===== src/rtl/tlrx_pkg.sv =====
package tlrx_pkg;

    // Line store geometry
    localparam int LINE_MAX = 64;
    localparam int LINE_AW  = (LINE_MAX > 1) ? $clog2(LINE_MAX) : 1;
    localparam int CNT_W    = 7;
    localparam logic [CNT_W-1:0] LINE_MAX_C = CNT_W'(LINE_MAX);

    // Subnegotiation buffer
    localparam int SUB_DEPTH = 5;
    localparam logic [2:0] SUB_DEPTH_C = 3'(SUB_DEPTH);

    // Telnet byte codes
    localparam logic [7:0] B_IAC   = 8'd255;
    localparam logic [7:0] B_SB    = 8'd250;
    localparam logic [7:0] B_SE    = 8'd240;
    localparam logic [7:0] B_WILL  = 8'd251;
    localparam logic [7:0] B_WONT  = 8'd252;
    localparam logic [7:0] B_DO    = 8'd253;
    localparam logic [7:0] B_DEL   = 8'd127;
    localparam logic [7:0] B_CR    = 8'd13;
    localparam logic [7:0] B_SPACE = 8'd32;
    localparam logic [7:0] B_TILDE = 8'd126;

    localparam logic [7:0] OPT_ECHO = 8'd1;
    localparam logic [7:0] OPT_SGA  = 8'd3;
    localparam logic [7:0] OPT_NAWS = 8'd31;

    // Flag bit positions
    localparam int FL_ECHO = 0;
    localparam int FL_SGA  = 1;
    localparam int FL_NAWS = 2;

    // Result kinds
    localparam logic [1:0] EV_EDIT = 2'd0;
    localparam logic [1:0] EV_LINE = 2'd1;
    localparam logic [1:0] EV_SIZE = 2'd2;

    typedef enum logic [1:0] {
        PH_TEXT,
        PH_CMD,
        PH_OPT,
        PH_SUB
    } phase_t;

    typedef enum logic [1:0] {
        ACT_NONE,
        ACT_OFF,
        ACT_ON
    } action_t;

    typedef enum logic [1:0] {
        OP_APPEND,
        OP_DEL,
        OP_DUMP,
        OP_NAWS
    } op_t;

    typedef enum logic [1:0] {
        BK_IDLE,
        BK_RD,
        BK_OUT
    } bk_state_t;

    // One request from the parser to the line engine, with a snapshot of
    // the negotiated state that its results must report.
    typedef struct packed {
        op_t         op;
        logic [7:0]  data;
        logic [15:0] width;
        logic [15:0] height;
        logic [2:0]  flags;
    } tlrx_req_t;

endpackage


===== src/rtl/tlrx_ram.sv =====
module tlrx_ram #(
    parameter int WIDTH = 8,
    parameter int DEPTH = 64,
    localparam int AW = (DEPTH > 1) ? $clog2(DEPTH) : 1
) (
    input  logic             aclk,
    input  logic             we,
    input  logic [AW-1:0]    waddr,
    input  logic [WIDTH-1:0] wdata,
    input  logic [AW-1:0]    raddr,
    output logic [WIDTH-1:0] rdata
);

    logic [WIDTH-1:0] mem [DEPTH];

    always_ff @(posedge aclk) begin
        if (we) begin
            mem[waddr] <= wdata;
        end
        rdata <= mem[raddr];
    end

endmodule


===== src/rtl/tlrx_front.sv =====
module tlrx_front import tlrx_pkg::*; (
    input  logic       aclk,
    input  logic       aresetn,
    input  logic       s_valid,
    output logic       s_ready,
    input  logic [7:0] s_in_byte,
    input  logic       q_full,
    output logic       push,
    output tlrx_req_t  push_req
);

    phase_t      phase_reg, phase_next;
    action_t     action_reg, action_next;
    logic [2:0]  sub_count_reg, sub_count_next;
    logic [7:0]  sub_bytes_reg [SUB_DEPTH];
    logic        sub_we;
    logic [15:0] width_reg, width_next;
    logic [15:0] height_reg, height_next;
    logic [2:0]  flags_reg, flags_next;
    logic [2:0]  opt_mask;
    logic        accept;
    op_t         op;

    assign s_ready = !q_full;
    assign accept  = s_valid && !q_full;

    always_comb begin
        opt_mask = 3'b000;
        if (s_in_byte == OPT_ECHO) begin
            opt_mask[FL_ECHO] = 1'b1;
        end else if (s_in_byte == OPT_SGA) begin
            opt_mask[FL_SGA] = 1'b1;
        end else if (s_in_byte == OPT_NAWS) begin
            opt_mask[FL_NAWS] = 1'b1;
        end
    end

    always_comb begin
        phase_next     = phase_reg;
        action_next    = action_reg;
        sub_count_next = sub_count_reg;
        sub_we         = 1'b0;
        width_next     = width_reg;
        height_next    = height_reg;
        flags_next     = flags_reg;
        push           = 1'b0;
        op             = OP_APPEND;
        if (accept) begin
            case (phase_reg)
                PH_CMD: begin
                    if (s_in_byte == B_SB) begin
                        sub_count_next = '0;
                        phase_next     = PH_SUB;
                    end else begin
                        if (s_in_byte == B_DO || s_in_byte == B_WILL) begin
                            action_next = ACT_ON;
                        end else if (s_in_byte == B_WONT) begin
                            action_next = ACT_OFF;
                        end else begin
                            action_next = ACT_NONE;
                        end
                        phase_next = PH_OPT;
                    end
                end
                PH_OPT: begin
                    if (action_reg == ACT_ON) begin
                        flags_next = flags_reg | opt_mask;
                    end else begin
                        flags_next = flags_reg & ~opt_mask;
                    end
                    phase_next = PH_TEXT;
                end
                PH_SUB: begin
                    if (s_in_byte == B_SE) begin
                        phase_next = PH_TEXT;
                        if (sub_count_reg == SUB_DEPTH_C && sub_bytes_reg[0] == OPT_NAWS) begin
                            width_next  = {sub_bytes_reg[1], sub_bytes_reg[2]};
                            height_next = {sub_bytes_reg[3], sub_bytes_reg[4]};
                            push        = 1'b1;
                            op          = OP_NAWS;
                        end
                    end else if (s_in_byte != B_IAC && sub_count_reg < SUB_DEPTH_C) begin
                        sub_we         = 1'b1;
                        sub_count_next = sub_count_reg + 3'd1;
                    end
                end
                default: begin
                    phase_next = PH_TEXT;
                    if (s_in_byte == B_IAC) begin
                        phase_next = PH_CMD;
                    end else if (s_in_byte >= B_SPACE && s_in_byte <= B_TILDE) begin
                        push = 1'b1;
                        op   = OP_APPEND;
                    end else if (s_in_byte == B_DEL) begin
                        push = 1'b1;
                        op   = OP_DEL;
                    end else if (s_in_byte == B_CR) begin
                        push = 1'b1;
                        op   = OP_DUMP;
                    end
                end
            endcase
        end
        push_req.op     = op;
        push_req.data   = s_in_byte;
        push_req.width  = width_next;
        push_req.height = height_next;
        push_req.flags  = flags_next;
    end

    always_ff @(posedge aclk) begin
        if (!aresetn) begin
            phase_reg     <= PH_TEXT;
            action_reg    <= ACT_NONE;
            sub_count_reg <= '0;
            width_reg     <= '0;
            height_reg    <= '0;
            flags_reg     <= '0;
        end else begin
            phase_reg     <= phase_next;
            action_reg    <= action_next;
            sub_count_reg <= sub_count_next;
            width_reg     <= width_next;
            height_reg    <= height_next;
            flags_reg     <= flags_next;
        end
    end

    // Subnegotiation bytes: no reset, only read once written
    always_ff @(posedge aclk) begin
        if (sub_we) begin
            sub_bytes_reg[sub_count_reg] <= s_in_byte;
        end
    end

endmodule


===== src/rtl/tlrx_queue.sv =====
module tlrx_queue import tlrx_pkg::*; (
    input  logic      aclk,
    input  logic      aresetn,
    input  logic      push,
    input  tlrx_req_t push_req,
    output logic      full,
    output logic      q_valid,
    output tlrx_req_t q_req,
    input  logic      pop
);

    tlrx_req_t  slot_reg [2];
    logic       wr_ptr_reg, wr_ptr_next;
    logic       rd_ptr_reg, rd_ptr_next;
    logic [1:0] fill_reg, fill_next;

    assign full    = (fill_reg == 2'd2);
    assign q_valid = (fill_reg != 2'd0);
    assign q_req   = slot_reg[rd_ptr_reg];

    always_comb begin
        wr_ptr_next = wr_ptr_reg;
        rd_ptr_next = rd_ptr_reg;
        fill_next   = fill_reg;
        if (push) begin
            wr_ptr_next = !wr_ptr_reg;
        end
        if (pop) begin
            rd_ptr_next = !rd_ptr_reg;
        end
        if (push && !pop) begin
            fill_next = fill_reg + 2'd1;
        end else if (pop && !push) begin
            fill_next = fill_reg - 2'd1;
        end
    end

    always_ff @(posedge aclk) begin
        if (!aresetn) begin
            wr_ptr_reg <= 1'b0;
            rd_ptr_reg <= 1'b0;
            fill_reg   <= '0;
        end else begin
            wr_ptr_reg <= wr_ptr_next;
            rd_ptr_reg <= rd_ptr_next;
            fill_reg   <= fill_next;
        end
    end

    always_ff @(posedge aclk) begin
        if (push) begin
            slot_reg[wr_ptr_reg] <= push_req;
        end
    end

endmodule


===== src/rtl/tlrx_back.sv =====
module tlrx_back import tlrx_pkg::*; (
    input  logic             aclk,
    input  logic             aresetn,
    input  logic             q_valid,
    input  tlrx_req_t        q_req,
    output logic             pop,
    output logic             m_valid,
    input  logic             m_ready,
    output logic [1:0]       m_event_kind,
    output logic [7:0]       m_line_byte,
    output logic [CNT_W-1:0] m_line_length,
    output logic             m_last_of_run,
    output logic [15:0]      m_term_width,
    output logic [15:0]      m_term_height,
    output logic             m_echo_on,
    output logic             m_sga_on,
    output logic             m_naws_on,
    output logic             m_overflow
);

    bk_state_t        state_reg, state_next;
    logic [CNT_W-1:0] count_reg, count_next;
    logic [CNT_W-1:0] idx_reg, idx_next;
    logic             m_valid_reg;
    logic             out_free;
    logic             dump_last;

    logic             ld;
    logic [1:0]       ld_kind;
    logic [7:0]       ld_byte;
    logic [CNT_W-1:0] ld_len;
    logic             ld_last;
    logic             ld_ovf;

    logic             ram_we;
    logic [7:0]       ram_rdata;

    logic [1:0]       kind_reg;
    logic [7:0]       byte_reg;
    logic [CNT_W-1:0] len_reg;
    logic             last_reg;
    logic [15:0]      width_reg;
    logic [15:0]      height_reg;
    logic [2:0]       flags_reg;
    logic             ovf_reg;

    assign out_free  = !m_valid_reg || m_ready;
    assign dump_last = (idx_reg + CNT_W'(1)) == count_reg;

    tlrx_ram #(
        .WIDTH (8),
        .DEPTH (LINE_MAX)
    ) u_line_ram (
        .aclk  (aclk),
        .we    (ram_we),
        .waddr (count_reg[LINE_AW-1:0]),
        .wdata (q_req.data),
        .raddr (idx_reg[LINE_AW-1:0]),
        .rdata (ram_rdata)
    );

    // Next state
    always_comb begin
        state_next = state_reg;
        case (state_reg)
            BK_IDLE: begin
                if (q_valid && q_req.op == OP_DUMP && count_reg != '0) begin
                    state_next = BK_RD;
                end
            end
            BK_RD: begin
                state_next = BK_OUT;
            end
            BK_OUT: begin
                if (out_free) begin
                    state_next = dump_last ? BK_IDLE : BK_RD;
                end
            end
            default: begin
                state_next = BK_IDLE;
            end
        endcase
    end

    // Datapath and handshake
    always_comb begin
        pop        = 1'b0;
        ld         = 1'b0;
        ld_kind    = EV_EDIT;
        ld_byte    = '0;
        ld_len     = count_reg;
        ld_last    = 1'b1;
        ld_ovf     = 1'b0;
        ram_we     = 1'b0;
        count_next = count_reg;
        idx_next   = idx_reg;
        case (state_reg)
            BK_IDLE: begin
                if (q_valid) begin
                    case (q_req.op)
                        OP_APPEND: begin
                            if (out_free) begin
                                ld  = 1'b1;
                                pop = 1'b1;
                                if (count_reg < LINE_MAX_C) begin
                                    ram_we     = 1'b1;
                                    count_next = count_reg + CNT_W'(1);
                                    ld_byte    = q_req.data;
                                end else begin
                                    ld_ovf = 1'b1;
                                end
                                ld_len = count_next;
                            end
                        end
                        OP_DEL: begin
                            if (count_reg == '0) begin
                                pop = 1'b1;
                            end else if (out_free) begin
                                ld         = 1'b1;
                                pop        = 1'b1;
                                count_next = count_reg - CNT_W'(1);
                                ld_len     = count_next;
                            end
                        end
                        OP_NAWS: begin
                            if (out_free) begin
                                ld      = 1'b1;
                                pop     = 1'b1;
                                ld_kind = EV_SIZE;
                            end
                        end
                        default: begin
                            // line dump; an empty line gives one empty result
                            ld_kind = EV_LINE;
                            ld_len  = '0;
                            if (count_reg == '0) begin
                                if (out_free) begin
                                    ld  = 1'b1;
                                    pop = 1'b1;
                                end
                            end else begin
                                idx_next = '0;
                            end
                        end
                    endcase
                end
            end
            BK_OUT: begin
                ld_kind = EV_LINE;
                ld_byte = ram_rdata;
                ld_len  = '0;
                ld_last = dump_last;
                if (out_free) begin
                    ld = 1'b1;
                    if (dump_last) begin
                        pop        = 1'b1;
                        count_next = '0;
                    end else begin
                        idx_next = idx_reg + CNT_W'(1);
                    end
                end
            end
            default: begin
            end
        endcase
    end

    always_ff @(posedge aclk) begin
        if (!aresetn) begin
            state_reg   <= BK_IDLE;
            count_reg   <= '0;
            idx_reg     <= '0;
            m_valid_reg <= 1'b0;
        end else begin
            state_reg <= state_next;
            count_reg <= count_next;
            idx_reg   <= idx_next;
            if (ld) begin
                m_valid_reg <= 1'b1;
            end else if (m_ready) begin
                m_valid_reg <= 1'b0;
            end
        end
    end

    always_ff @(posedge aclk) begin
        if (ld) begin
            kind_reg   <= ld_kind;
            byte_reg   <= ld_byte;
            len_reg    <= ld_len;
            last_reg   <= ld_last;
            ovf_reg    <= ld_ovf;
            width_reg  <= q_req.width;
            height_reg <= q_req.height;
            flags_reg  <= q_req.flags;
        end
    end

    assign m_valid       = m_valid_reg;
    assign m_event_kind  = kind_reg;
    assign m_line_byte   = byte_reg;
    assign m_line_length = len_reg;
    assign m_last_of_run = last_reg;
    assign m_term_width  = width_reg;
    assign m_term_height = height_reg;
    assign m_echo_on     = flags_reg[FL_ECHO];
    assign m_sga_on      = flags_reg[FL_SGA];
    assign m_naws_on     = flags_reg[FL_NAWS];
    assign m_overflow    = ovf_reg;

endmodule


===== src/rtl/telnet_rx_option_line_parser_core.sv =====
// Telnet receive parser: takes one received byte per request on s_, and
// gives line-edit, line-ready and window-size results on m_. The parser
// front takes a byte in every cycle in which its two-entry request queue
// has room; option bytes, command bytes and subnegotiation bytes are
// absorbed there with no result. Printable bytes, DEL and a NAWS window
// size each become one request that the line engine turns into one result
// (none for a DEL on an empty line), so in a steady stream of such bytes
// the block runs at one byte per cycle as long as m_ready stays high. A CR
// that releases a line of n stored bytes makes the line engine start the
// dump, then do one line store read and one output load per byte; the
// front keeps taking bytes until the queue fills behind it. Every result
// carries the option flags and window size as they stood when its byte
// was parsed. No clearing pass after reset: the line store is only read
// below the fill count.
module telnet_rx_option_line_parser_core import tlrx_pkg::*; (
    input  logic             aclk,
    input  logic             aresetn,
    // received byte requests
    input  logic             s_valid,
    output logic             s_ready,
    input  logic [7:0]       s_in_byte,
    // result requests
    output logic             m_valid,
    input  logic             m_ready,
    output logic [1:0]       m_event_kind,
    output logic [7:0]       m_line_byte,
    output logic [CNT_W-1:0] m_line_length,
    output logic             m_last_of_run,
    output logic [15:0]      m_term_width,
    output logic [15:0]      m_term_height,
    output logic             m_echo_on,
    output logic             m_sga_on,
    output logic             m_naws_on,
    output logic             m_overflow
);

    // front -> queue
    logic      push;
    tlrx_req_t push_req;
    logic      q_full;

    // queue -> line engine
    logic      q_valid;
    tlrx_req_t q_req;
    logic      pop;

    // Telnet command/option/subnegotiation state machine. Classifies each
    // byte and emits at most one request per byte.
    tlrx_front u_front (
        .aclk      (aclk),
        .aresetn   (aresetn),
        .s_valid   (s_valid),
        .s_ready   (s_ready),
        .s_in_byte (s_in_byte),
        .q_full    (q_full),
        .push      (push),
        .push_req  (push_req)
    );

    // Short decoupling queue: lets the parser run ahead during a line dump.
    tlrx_queue u_queue (
        .aclk     (aclk),
        .aresetn  (aresetn),
        .push     (push),
        .push_req (push_req),
        .full     (q_full),
        .q_valid  (q_valid),
        .q_req    (q_req),
        .pop      (pop)
    );

    // Line engine: owns the line store and fill count, drives the
    // registered result output.
    tlrx_back u_back (
        .aclk          (aclk),
        .aresetn       (aresetn),
        .q_valid       (q_valid),
        .q_req         (q_req),
        .pop           (pop),
        .m_valid       (m_valid),
        .m_ready       (m_ready),
        .m_event_kind  (m_event_kind),
        .m_line_byte   (m_line_byte),
        .m_line_length (m_line_length),
        .m_last_of_run (m_last_of_run),
        .m_term_width  (m_term_width),
        .m_term_height (m_term_height),
        .m_echo_on     (m_echo_on),
        .m_sga_on      (m_sga_on),
        .m_naws_on     (m_naws_on),
        .m_overflow    (m_overflow)
    );

endmodule

===== config.mk =====
export PLATFORM = sky130hd
export DESIGN_NAME = telnet_rx_option_line_parser_core
export DESIGN_NICKNAME = d
export VERILOG_FILES = /design/src/rtl/tlrx_pkg.sv /design/src/rtl/tlrx_ram.sv /design/src/rtl/tlrx_front.sv /design/src/rtl/tlrx_queue.sv /design/src/rtl/tlrx_back.sv /design/src/rtl/telnet_rx_option_line_parser_core.sv
export SDC_FILE = /design/constraint.sdc
export NUM_CORES = 1
export LEC_CHECK = 0
export BUFFER_PORTS_ARGS = -buffer_cell sky130_fd_sc_hd__buf_2
export CORE_MARGIN = 3
export CORE_UTILIZATION = 55
export DETAILED_ROUTE_END_ITERATION = 10
export PLACE_DENSITY_LB_ADDON = 0.08
export RECOVER_POWER = 50
export SYNTH_ARGS = -nofsm -noshare
export SYNTH_HDL_FRONTEND = slang
export SYNTH_HIERARCHICAL = 1
export SYNTH_SLANG_ARGS = --single-unit

===== constraint.sdc =====
create_clock -name aclk -period 8.3 [get_ports aclk]
set_input_delay 0.415 -clock aclk [delete_from_list [all_inputs] [get_ports aclk]]
set_output_delay 0.415 -clock aclk [all_outputs]
set_load 0.05 [all_outputs]

==> metrics.yaml, run 1 <==
run_status:
  status: "finished with violations"
  violations: "capacitance limit, slew limit"
clock_tree:
  post_cts.repair.setup_buffers: 0
  cts-buffers-inserted: 77
  clock_sink_count: 768
  clockBufferDepth: 3
  htree_levels: 3
  cts_tree: "yes"
  ctsHoldBuffers: 0
  cts-root-buf: "clkbuf_16"
  clk_latency_ps: 610
  path_clk_slew_ps: 60
  cts_resized: 0
cells_and_area:
  layout_common_cells: "edfxtp_1 (696), mux4_2 (124), nor2_1 (118), nand2_1 (115), clkbuf_1 (83)"
  fin_nets: 1842
  postLayoutCellArea_um2: 34100
  layout_commonest_cell: "edfxtp_1"
  diodes: 0
  largest_reg_flops: 512
  area_delta_synth_final_pct: 10.4
  layout-drive-gt1-share_pct: 18.3
global_route:
  first_global_vias: 16409
  antenna_found_initial: 1
  grt.overflow.total: 0
  grt_use_total_pct: 24.5
  grt_max_degree: 99
  grt_pass1_wl_mm: 108
drt:
  firstDrtPassIters: 5
  wire_per_inst_um: 27.3
  viasPerCell: 6.31
  vias: 16580
  antenna_left: 0
  wl_mm: 71.6
  post-route-drc-count: 0
  drtIter0Drc: 1760
die:
  core_area_um2: 55300
  die_w_um: 243
  num_io_pins: 68
  row_count: 86
  die_area_um2: 59000
  start_util_pct: 55.8
  die_height_um: 243
power:
  leakage_nw: 10.7
  power_switching_mw: 2.56
  power.density_nw_per_um2: 278
  intPower_mw: 6.91
  seq_power_share_pct: 50.0
  comb_power_share_pct: 14.0
  p_sw_share_pct: 27.0
  vdd_drop_max_uv: 199
  clkPwrFrac_pct: 36.0
logic_synthesis:
  yosys_warnings: 6
  syn_area_per_cell_um2: 17.6
  synth_top_family_by_area: "multiplexers"
  synth_ff_type: "edfxtp_1"
  synthXorXnorAreaFrac_pct: 0.425
  syn-instance-count: 1759
  yosysSeqAreaShare_pct: 72.3
  synthArstFlopShare_pct: 0
  synthAdderAreaFrac_pct: 0.486
  ys_ff_latch: 768
  synthSimpleGateAreaFrac_pct: 6.21
  syn_area_um2: 30900
  synth_edf_count: 696
  syn_nets: 1783
  synth_mux_area_share_pct: 13.7
  synth_compound_area_share_pct: 4.51
  synth_cell_type_count: 89
sta:
  fmax_mhz: 193
  rsz0062_at_grt: "false"
  setup_ws_ps: 3130
  clock_skew_ps: 20.3
  min_period_ps: 5170
  setup_violations: 0
  finalMaxSlewViolations: 530
  period_share_pct: 62.3
  tightest_slew_ps: 2730
  final-hold-violation-count: 0
  maxSlewHeadroom_pct: -81.8
  setup_tns_ps: 0
min_path:
  hold_path.class: "in2reg"
  hp-start: "aresetn"
setup_path:
  end_kind: "flop"
  worstSetupStartpointType: "flop"
  arrival_ps: 5180
  cp_data_required_time_ps: 8310
  crit_path_max_fanout: 65
  crit_type: "reg2reg"
placed_design:
  placed_cell_area_um2: 31800
  place_ws_ps: 3900
  gp_congestion: 0.846
  io_buffers: 67
  dp_hpwl_mm: 43.3
run:
  max_cap_violations: 11
worst max-delay path, cell delays in order, from the launching register on:
cell,delay (ps)
dfxtp_1,480
clkbuf_1,1820
mux2_1,2200
kinds of logic after synthesis:
family / Yosys count
mux: 258
flops: 768
buf+inv: 127
xor+xnor: 15
simple gates: 392
fa+ha+maj: 12
compound gates: 187
cell usage after synthesis (5+ instances only):
library cell | n | area (µm²)
edfxtp_1 | 696 | 20900
mux4_2 | 124 | 2790
nor2_1 | 118 | 443
nand2_1 | 115 | 432
dfxtp_1 | 72 | 1440
mux2_2 | 68 | 766
mux2i_1 | 53 | 531
clkbuf_1 | 44 | 165
nand3_1 | 34 | 170
o21ai_0 | 27 | 135
buf_2 | 23 | 115
o22ai_1 | 23 | 144
buf_4 | 21 | 158
inv_1 | 18 | 67.6
a21oi_1 | 17 | 85.1
nor2b_1 | 17 | 106
a22o_1 | 15 | 131
buf_6 | 14 | 158
ha_1 | 12 | 150
mux2_1 | 12 | 135
nand2b_1 | 12 | 75.1
nor3_1 | 11 | 55.1
o221ai_1 | 11 | 96.3
or2_2 | 10 | 62.6
a221oi_1 | 9 | 78.8
a22oi_1 | 9 | 67.6
a31oi_1 | 9 | 56.3
nand3b_1 | 9 | 67.6
or3_1 | 8 | 50.1
xnor2_1 | 8 | 70.1
a21o_1 | 7 | 52.6
and2_1 | 7 | 43.8
nand4_1 | 7 | 43.8
xor2_1 | 7 | 61.3
nor4_1 | 6 | 37.5
o211ai_1 | 5 | 37.5
o21a_1 | 5 | 37.5
o311ai_0 | 5 | 43.8
o41ai_1 | 5 | 43.8
layer usage:
layer,part of all wire [%],global-route usage (%),up-vias
met1,42,36.1,8664
met4,2.8,7.84,0
met2,48,38.0,690
met5,0,0,-
li1,-,-,7103
met3,7.3,4.16,123
worst paths after layout:
path	end	slack [ps]	cells after the start
max	u_back/u_line_ram/mem[40][0]	3130	2
min	u_back/m_valid	160	2
max reg2reg	u_back/u_line_ram/mem[40][0]	3130	2
min reg2reg	u_front/height_reg[0]	450	2
stage by stage:
stage / util [%] / cells / power [mW] / hold WS (ps)
5_1_grt: 61.6 / 2627 / 9.83 / 145
2_1_floorplan: - / 1759 / 5.73 / 427
6_report: 61.6 / 2627 / 9.47 / 156
4_1_cts: 61.9 / 2627 / 9.58 / 118
3_5_place_dp: 57.4 / 2487 / 6.17 / 447
3_3_place_gp: 57.4 / 2487 / 6.16 / 438
final cells by class:
cell class / instances / area [µm²]
clock inverter: 40 / 368
sequential: 768 / 22400
tap: 748 / 936
multi-input combinational: 864 / 7840
inverter: 20 / 75.1
clock buffer: 100 / 2120
fill: 4083 / 21200
timing repair buffer: 87 / 407
power groups by stage:
stage | combinational, mW | sequential, mW | clock (mW)
2_1_floorplan | 0.634 | 5.09 | 0
3_3_place_gp | 1.38 | 4.78 | 0
3_5_place_dp | 1.39 | 4.79 | 0
4_1_cts | 1.39 | 4.71 | 3.48
5_1_grt | 1.43 | 4.75 | 3.65
6_report | 1.33 | 4.73 | 3.41
Power figures use the tool's default switching activity.
==> run 2, diff against run 1 <==
==> constraint.sdc (replaced) <==
create_clock -name aclk -period 5.4 [get_ports aclk]
set_input_delay 0.27 -clock aclk [delete_from_list [all_inputs] [get_ports aclk]]
set_output_delay 0.27 -clock aclk [all_outputs]
set_load 0.05 [all_outputs]
==> run 2 against run 1 <==
The flow still finishes with violations (capacitance limit, slew limit). Sequential cell count unchanged. Global-route usage down 0.10 points. Clock power up 63%. First-iteration DRC count down 5.6%. Die area unchanged. Clock skew up 4.7 ps. Critical path type unchanged. Critical endpoint is now u_back/u_line_ram/mem[5][5].
==> metrics.yaml, run 2 (synthesis gave the netlist of run 1 again) <==
run_status:
  status: "finished with violations"
  violations: "capacitance limit, slew limit"
sta:
  rsz0062_at_grt: "false"
  setup_ws_ps: 1170  # -1960 ps
  clock_skew_ps: 25.0  # +4.66 ps
  min_period_ps: 4230  # -937 ps
  holdWs_ps: 114  # -42.7 ps
  setup_violations: 0  # unchanged
  setup_tns_ps: 0  # unchanged
  fmax_mhz: 236  # +22%
  finalMaxSlewViolations: 121  # -77%
  tightest_slew_ps: 2820  # +94.5 ps
  period_share_pct: 78.4  # +16 points
  final-hold-violation-count: 0  # unchanged
  maxSlewHeadroom_pct: -88.1  # -6.3 points
power:
  comb_power_share_pct: 14.2  # +0.2 points
  leakage_nw: 10.8  # +1.0%
  power.density_nw_per_um2: 434  # +56%
  vdd_drop_max_uv: 301  # +51%
  power_switching_mw: 3.99  # +56%
  p_sw_share_pct: 26.8  # -0.25 points
  seq_power_share_pct: 48.4  # -1.6 points
  intPower_mw: 10.9  # +58%
  clkPwrFrac_pct: 37.4  # +1.4 points
die:
  die_height_um: 243  # unchanged
  die_area_um2: 59000  # unchanged
  core_area_um2: 55300  # unchanged
  row_count: 86  # unchanged
  die_w_um: 243  # unchanged
  num_io_pins: 68  # unchanged
  start_util_pct: 55.8  # unchanged
run:
  max_cap_violations: 4  # -7
clock_tree:
  post_cts.repair.setup_buffers: 0  # unchanged
  clk_latency_ps: 620  # about the same
  cts-buffers-inserted: 78  # +1.3%
  clockBufferDepth: 3  # unchanged
  cts_resized: 0  # unchanged
  cts_tree: "yes"
  path_clk_slew_ps: 60  # about the same
  clock_sink_count: 768  # unchanged
  cts-root-buf: "clkbuf_16"
  htree_levels: 3  # unchanged
cells_and_area:
  multi_input_area_um2: 7860  # +0.27%
  layout-drive-gt1-share_pct: 19.3  # +0.97 points
  fin_util_pct: 62.0  # +0.40 points
  postLayoutCellArea_um2: 34300  # +0.65%
  layout_common_cells: "edfxtp_1 (696), mux4_2 (124), nor2_1 (118), nand2_1 (115), clkbuf_16 (81)"
  area_delta_synth_final_pct: 11.1
  fillers: 4008  # -1.8%
  register_area_um2: 22400  # unchanged
  largest_reg_flops: 512  # unchanged
  fin_nets: 1848  # +0.33%
  diodes: 0  # unchanged
  layout_commonest_cell: "edfxtp_1"
setup_path:
  end_kind: "flop"
  cp_cell_sequence: "clkbuf_1 > mux2_1 > buf_4"
  cp_data_required_time_ps: 5780  # -2530 ps
  worstSetupStartpointType: "flop"
  cp_slowest_cell: "clkbuf_1"
  critical_path.max_stage_delay_ps: 2000  # -200 ps
  crit_type: "reg2reg"
  arrival_ps: 4610  # -570 ps
  crit_path_max_fanout: 43  # -34%
drt:
  drtIter0Drc: 1662  # -5.6%
  wire_per_inst_um: 27.1  # -0.42%
  post-route-drc-count: 0  # unchanged
  viasPerCell: 6.30  # -0.22%
  wl_mm: 71.5  # about the same
  firstDrtPassIters: 5  # unchanged
  antenna_left: 0  # unchanged
  vias: 16600  # +0.12%
global_route:
  grt_pass1_wl_mm: 108  # about the same
  antenna_found_initial: 0  # -1
  grt.overflow.total: 0  # unchanged
  first_global_vias: 16379  # -0.18%
  grt_max_degree: 67  # -32%
  grt_use_total_pct: 24.4  # -0.10 points
placed_design:
  placed_cell_area_um2: 31800  # about the same
  io_buffers: 67  # unchanged
  place_ws_ps: 1800  # -2100 ps
  gp_congestion: 0.836  # -1.2%
  dp_hpwl_mm: 43.9  # +1.3%
min_path:
  hp-start: "s_valid"
  hold_path.class: "in2reg"
==> run 2: area by class of cell <==
type | count | area share (%)
clock buffer | 91 | 6.05
clock inverter | 53 | 1.71
multi-input combinational | 864 | 22.9
tap | 748 | 2.73
inverter | 20 | 0.219
sequential | 768 | 65.1
timing repair buffer | 92 | 1.26
==> run 2: worst max-delay path: cells and delay by family (launching register included) <==
family / cells / cell delay, ps
buf+inv: 2 / 2480
mux: 1 / 1090
flops: 1 / 350
==> run 2: path summary, 6_finish.rpt <==
path | endpoint | slack (ps) | cells after the start
setup reg to reg | u_back/u_line_ram/mem[5][5] | 1170 | 3
hold reg to reg | u_front/width_reg[10] | 460 | 2
hold / removal | u_front/phase_reg[0] | 110 | 4
setup / recovery | u_back/u_line_ram/mem[5][5] | 1170 | 3
==> run 2: repair_timing <==
item,in CTS,in global routing
endpoints found under the setup margin,0,0
hold endpoints to repair,7,0
hold buffers,1,0
==> run 2: per-layer routing <==
metal,vias to the layer above,global-route usage [%],wire length [µm]
met4,0,6.31,1550
met5,-,0,0
met3,115,4.94,5380
met1,8634,36.2,31200
li1,7138,-,-
met2,713,37.7,33400
==> run 2: power groups by stage <==
stage | Sequential [mW] | Combinational (mW) | Clock (mW)
floorplan | 7.82 | 0.976 | 0
global placement | 7.32 | 2.17 | 0
detailed placement | 7.32 | 2.17 | 0
CTS | 7.20 | 2.18 | 5.66
global route | 7.23 | 2.26 | 5.92
finish | 7.20 | 2.11 | 5.57
==> run 2: through the flow <==
stage                     instances  total power [mW]
after global placement         2491              9.48
final                          2636              14.9
after CTS                      2636              15.0
after detailed placement       2491              9.49
after floorplan                1759              8.79
after global routing           2636              15.4
==> run 3, diff against run 2 <==
==> constraint.sdc (replaced) <==
create_clock -name aclk -period 4.15 [get_ports aclk]
set_input_delay 0.2075 -clock aclk [delete_from_list [all_inputs] [get_ports aclk]]
set_output_delay 0.2075 -clock aclk [all_outputs]
set_load 0.05 [all_outputs]
==> run 3 against run 2 <==
The flow still finishes with violations (capacitance limit, slew limit). Clock skew grew 2.6 ps. Count of clock-buffer cells in the layout grew 12. Critical endpoint is now u_queue/slot_reg[0][14]. Via count grew 0.33%. Global-route usage shrank 0.44 points. Setup slack lost 430 ps. Register-to-register slack lost 430 ps. Sequential cell count is the same. Clock power grew 23%. First-iteration DRC count shrank 3.9%. Worst hold slack lost 31 ps.
==> metrics.yaml, run 3 (synthesis gave the netlist of run 1 again) <==
sta:
  min_period_ps: 3410
  rsz0062_at_grt: "false"
  setup_violations: 0  # unchanged
  setup_ws_ps: 736  # -433 ps
  tightest_slew_ps: 1830  # -996 ps
  setup_tns_ps: 0  # unchanged
  maxSlewHeadroom_pct: -22.6  # +65 points
  final-hold-violation-count: 0  # unchanged
  clock_skew_ps: 27.5  # +2.57 ps
  fmax_mhz: 293
  finalMaxSlewViolations: 104  # -14%
  holdWs_ps: 82.8  # -31.0 ps
  period_share_pct: 82.3
power:
  power.density_nw_per_um2: 548  # +26%
  leakage_nw: 11.0  # +1.4%
  vdd_drop_max_uv: 373  # +24%
  p_total_mw: 18.9  # +27%
setup_path:
  critical_path.max_stage_delay_ps: 810  # -1190 ps
  crit_type: "in2reg"
  arrival_ps: 3760  # -850 ps
  end_kind: "flop"
  worstSetupStartpointType: "primary input"
  crit_path_max_fanout: 66  # +53%
  cp_data_required_time_ps: 4500  # -1280 ps
  cp_cell_sequence: "dlygate4sd3_1 > clkbuf_1 > and4_1 > nand4_1 > nor4_1 > buf_4 > mux2_2"
  cp_slowest_cell: "buf_4"
clock_tree:
  cts-root-buf: "clkbuf_16"
  htree_levels: 3  # unchanged
  clk_latency_ps: 620  # about the same
  cts_resized: 0  # unchanged
  ctsHoldBuffers: 7  # +6
  clock_sink_count: 768  # unchanged
  post_cts.repair.setup_buffers: 0  # unchanged
  cts-buffers-inserted: 79  # +1.3%
  cts_tree: "yes"
  clockBufferDepth: 3  # unchanged
  path_clk_slew_ps: 60  # about the same
cells_and_area:
  area_delta_synth_final_pct: 11.9
  fin_nets: 1902  # +2.9%
  layout_common_cells: "edfxtp_1 (696), mux4_2 (124), nor2_1 (118), nand2_1 (115), clkbuf_1 (92)"
  layout_commonest_cell: "edfxtp_1"
  layout-drive-gt1-share_pct: 20.2  # +0.95 points
  largest_reg_flops: 512  # unchanged
placed_design:
  place_ws_ps: 887  # -911 ps
  dp_hpwl_mm: 43.1  # -1.8%
  gp_congestion: 0.833  # -0.45%
  io_buffers: 67  # unchanged
drt:
  wire_per_inst_um: 25.9  # -4.4%
  antenna_left: 0  # unchanged
  viasPerCell: 6.20  # -1.6%
  drtIter0Drc: 1598  # -3.9%
  wl_mm: 69.7  # -2.6%
  vias: 16654  # +0.33%
  post-route-drc-count: 0  # unchanged
  firstDrtPassIters: 5  # unchanged
min_path:
  hold_path.class: "in2reg"
run:
  max_cap_violations: 4  # unchanged
global_route:
  antenna_found_initial: 1  # +1
  grt_max_degree: 112  # +67%
  grt_pass1_wl_mm: 106  # -1.8%
  grt_use_total_pct: 24.0  # -0.44 points
  grt.overflow.total: 0  # unchanged
  first_global_vias: 16646  # +1.6%
die:
  die_height_um: 243  # unchanged
  start_util_pct: 55.8  # unchanged
  core_area_um2: 55300  # unchanged
  row_count: 86  # unchanged
  num_io_pins: 68  # unchanged
  die_area_um2: 59000  # unchanged
  die_w_um: 243  # unchanged
run_status:
  status: "finished with violations"
  violations: "capacitance limit, slew limit"
-- run 3: per-layer routing --
| layer | part of all wire (%) | global-route usage, % |
|---|---|---|
| met1 | 44 | 36.4 |
| met2 | 47 | 36.2 |
| met3 | 7.4 | 4.46 |
| met4 | 2.2 | 6.47 |
| met5 | 0 | 0 |
-- run 3: worst paths after layout --
kind / start / end / slack, ps / depth (start not counted)
setup / recovery: s_in_byte[5] / u_queue/slot_reg[0][14] / 740 / 7
hold / removal: aresetn / u_back/idx_reg[5] / 80 / 3
setup reg to reg: flop / u_back/u_line_ram/mem[3][0] / 740 / 3
hold reg to reg: u_front/height_reg[8] / u_front/height_reg[8] / 460 / 2
-- run 3: area by class of cell --
cell class	count	area (µm²)
sequential	768	22400
clock buffer	103	2130
multi-input combinational	864	7820
antenna	1	2.50
inverter	20	75.1
tap	748	936
fill	4061	20800
timing repair buffer	145	862
clock inverter	38	365
-- run 3: power breakdown --
group / switching, mW / internal, mW
logic: 2.11 / 0.593
registers: 0.155 / 9.24
clock network: 2.83 / 4.00
-- run 3: through the flow --
stage / instances / utilization [%] / cell area, µm²
CTS: 2686 / 62.8 / 34700
detailed placement: 2538 / 58.2 / 32200
floorplan: 1759 / - / 30900
finish: 2687 / 62.5 / 34500
global route: 2686 / 62.4 / 34500
global placement: 2538 / 58.2 / 32200
-- run 3: critical path, delay by kind of cell --
| family | cells | cell delay, ps |
|---|---|---|
| buffers and inverters | 3 | 1950 |
| muxes | 1 | 430 |
| and+or+nand+nor | 3 | 1050 |
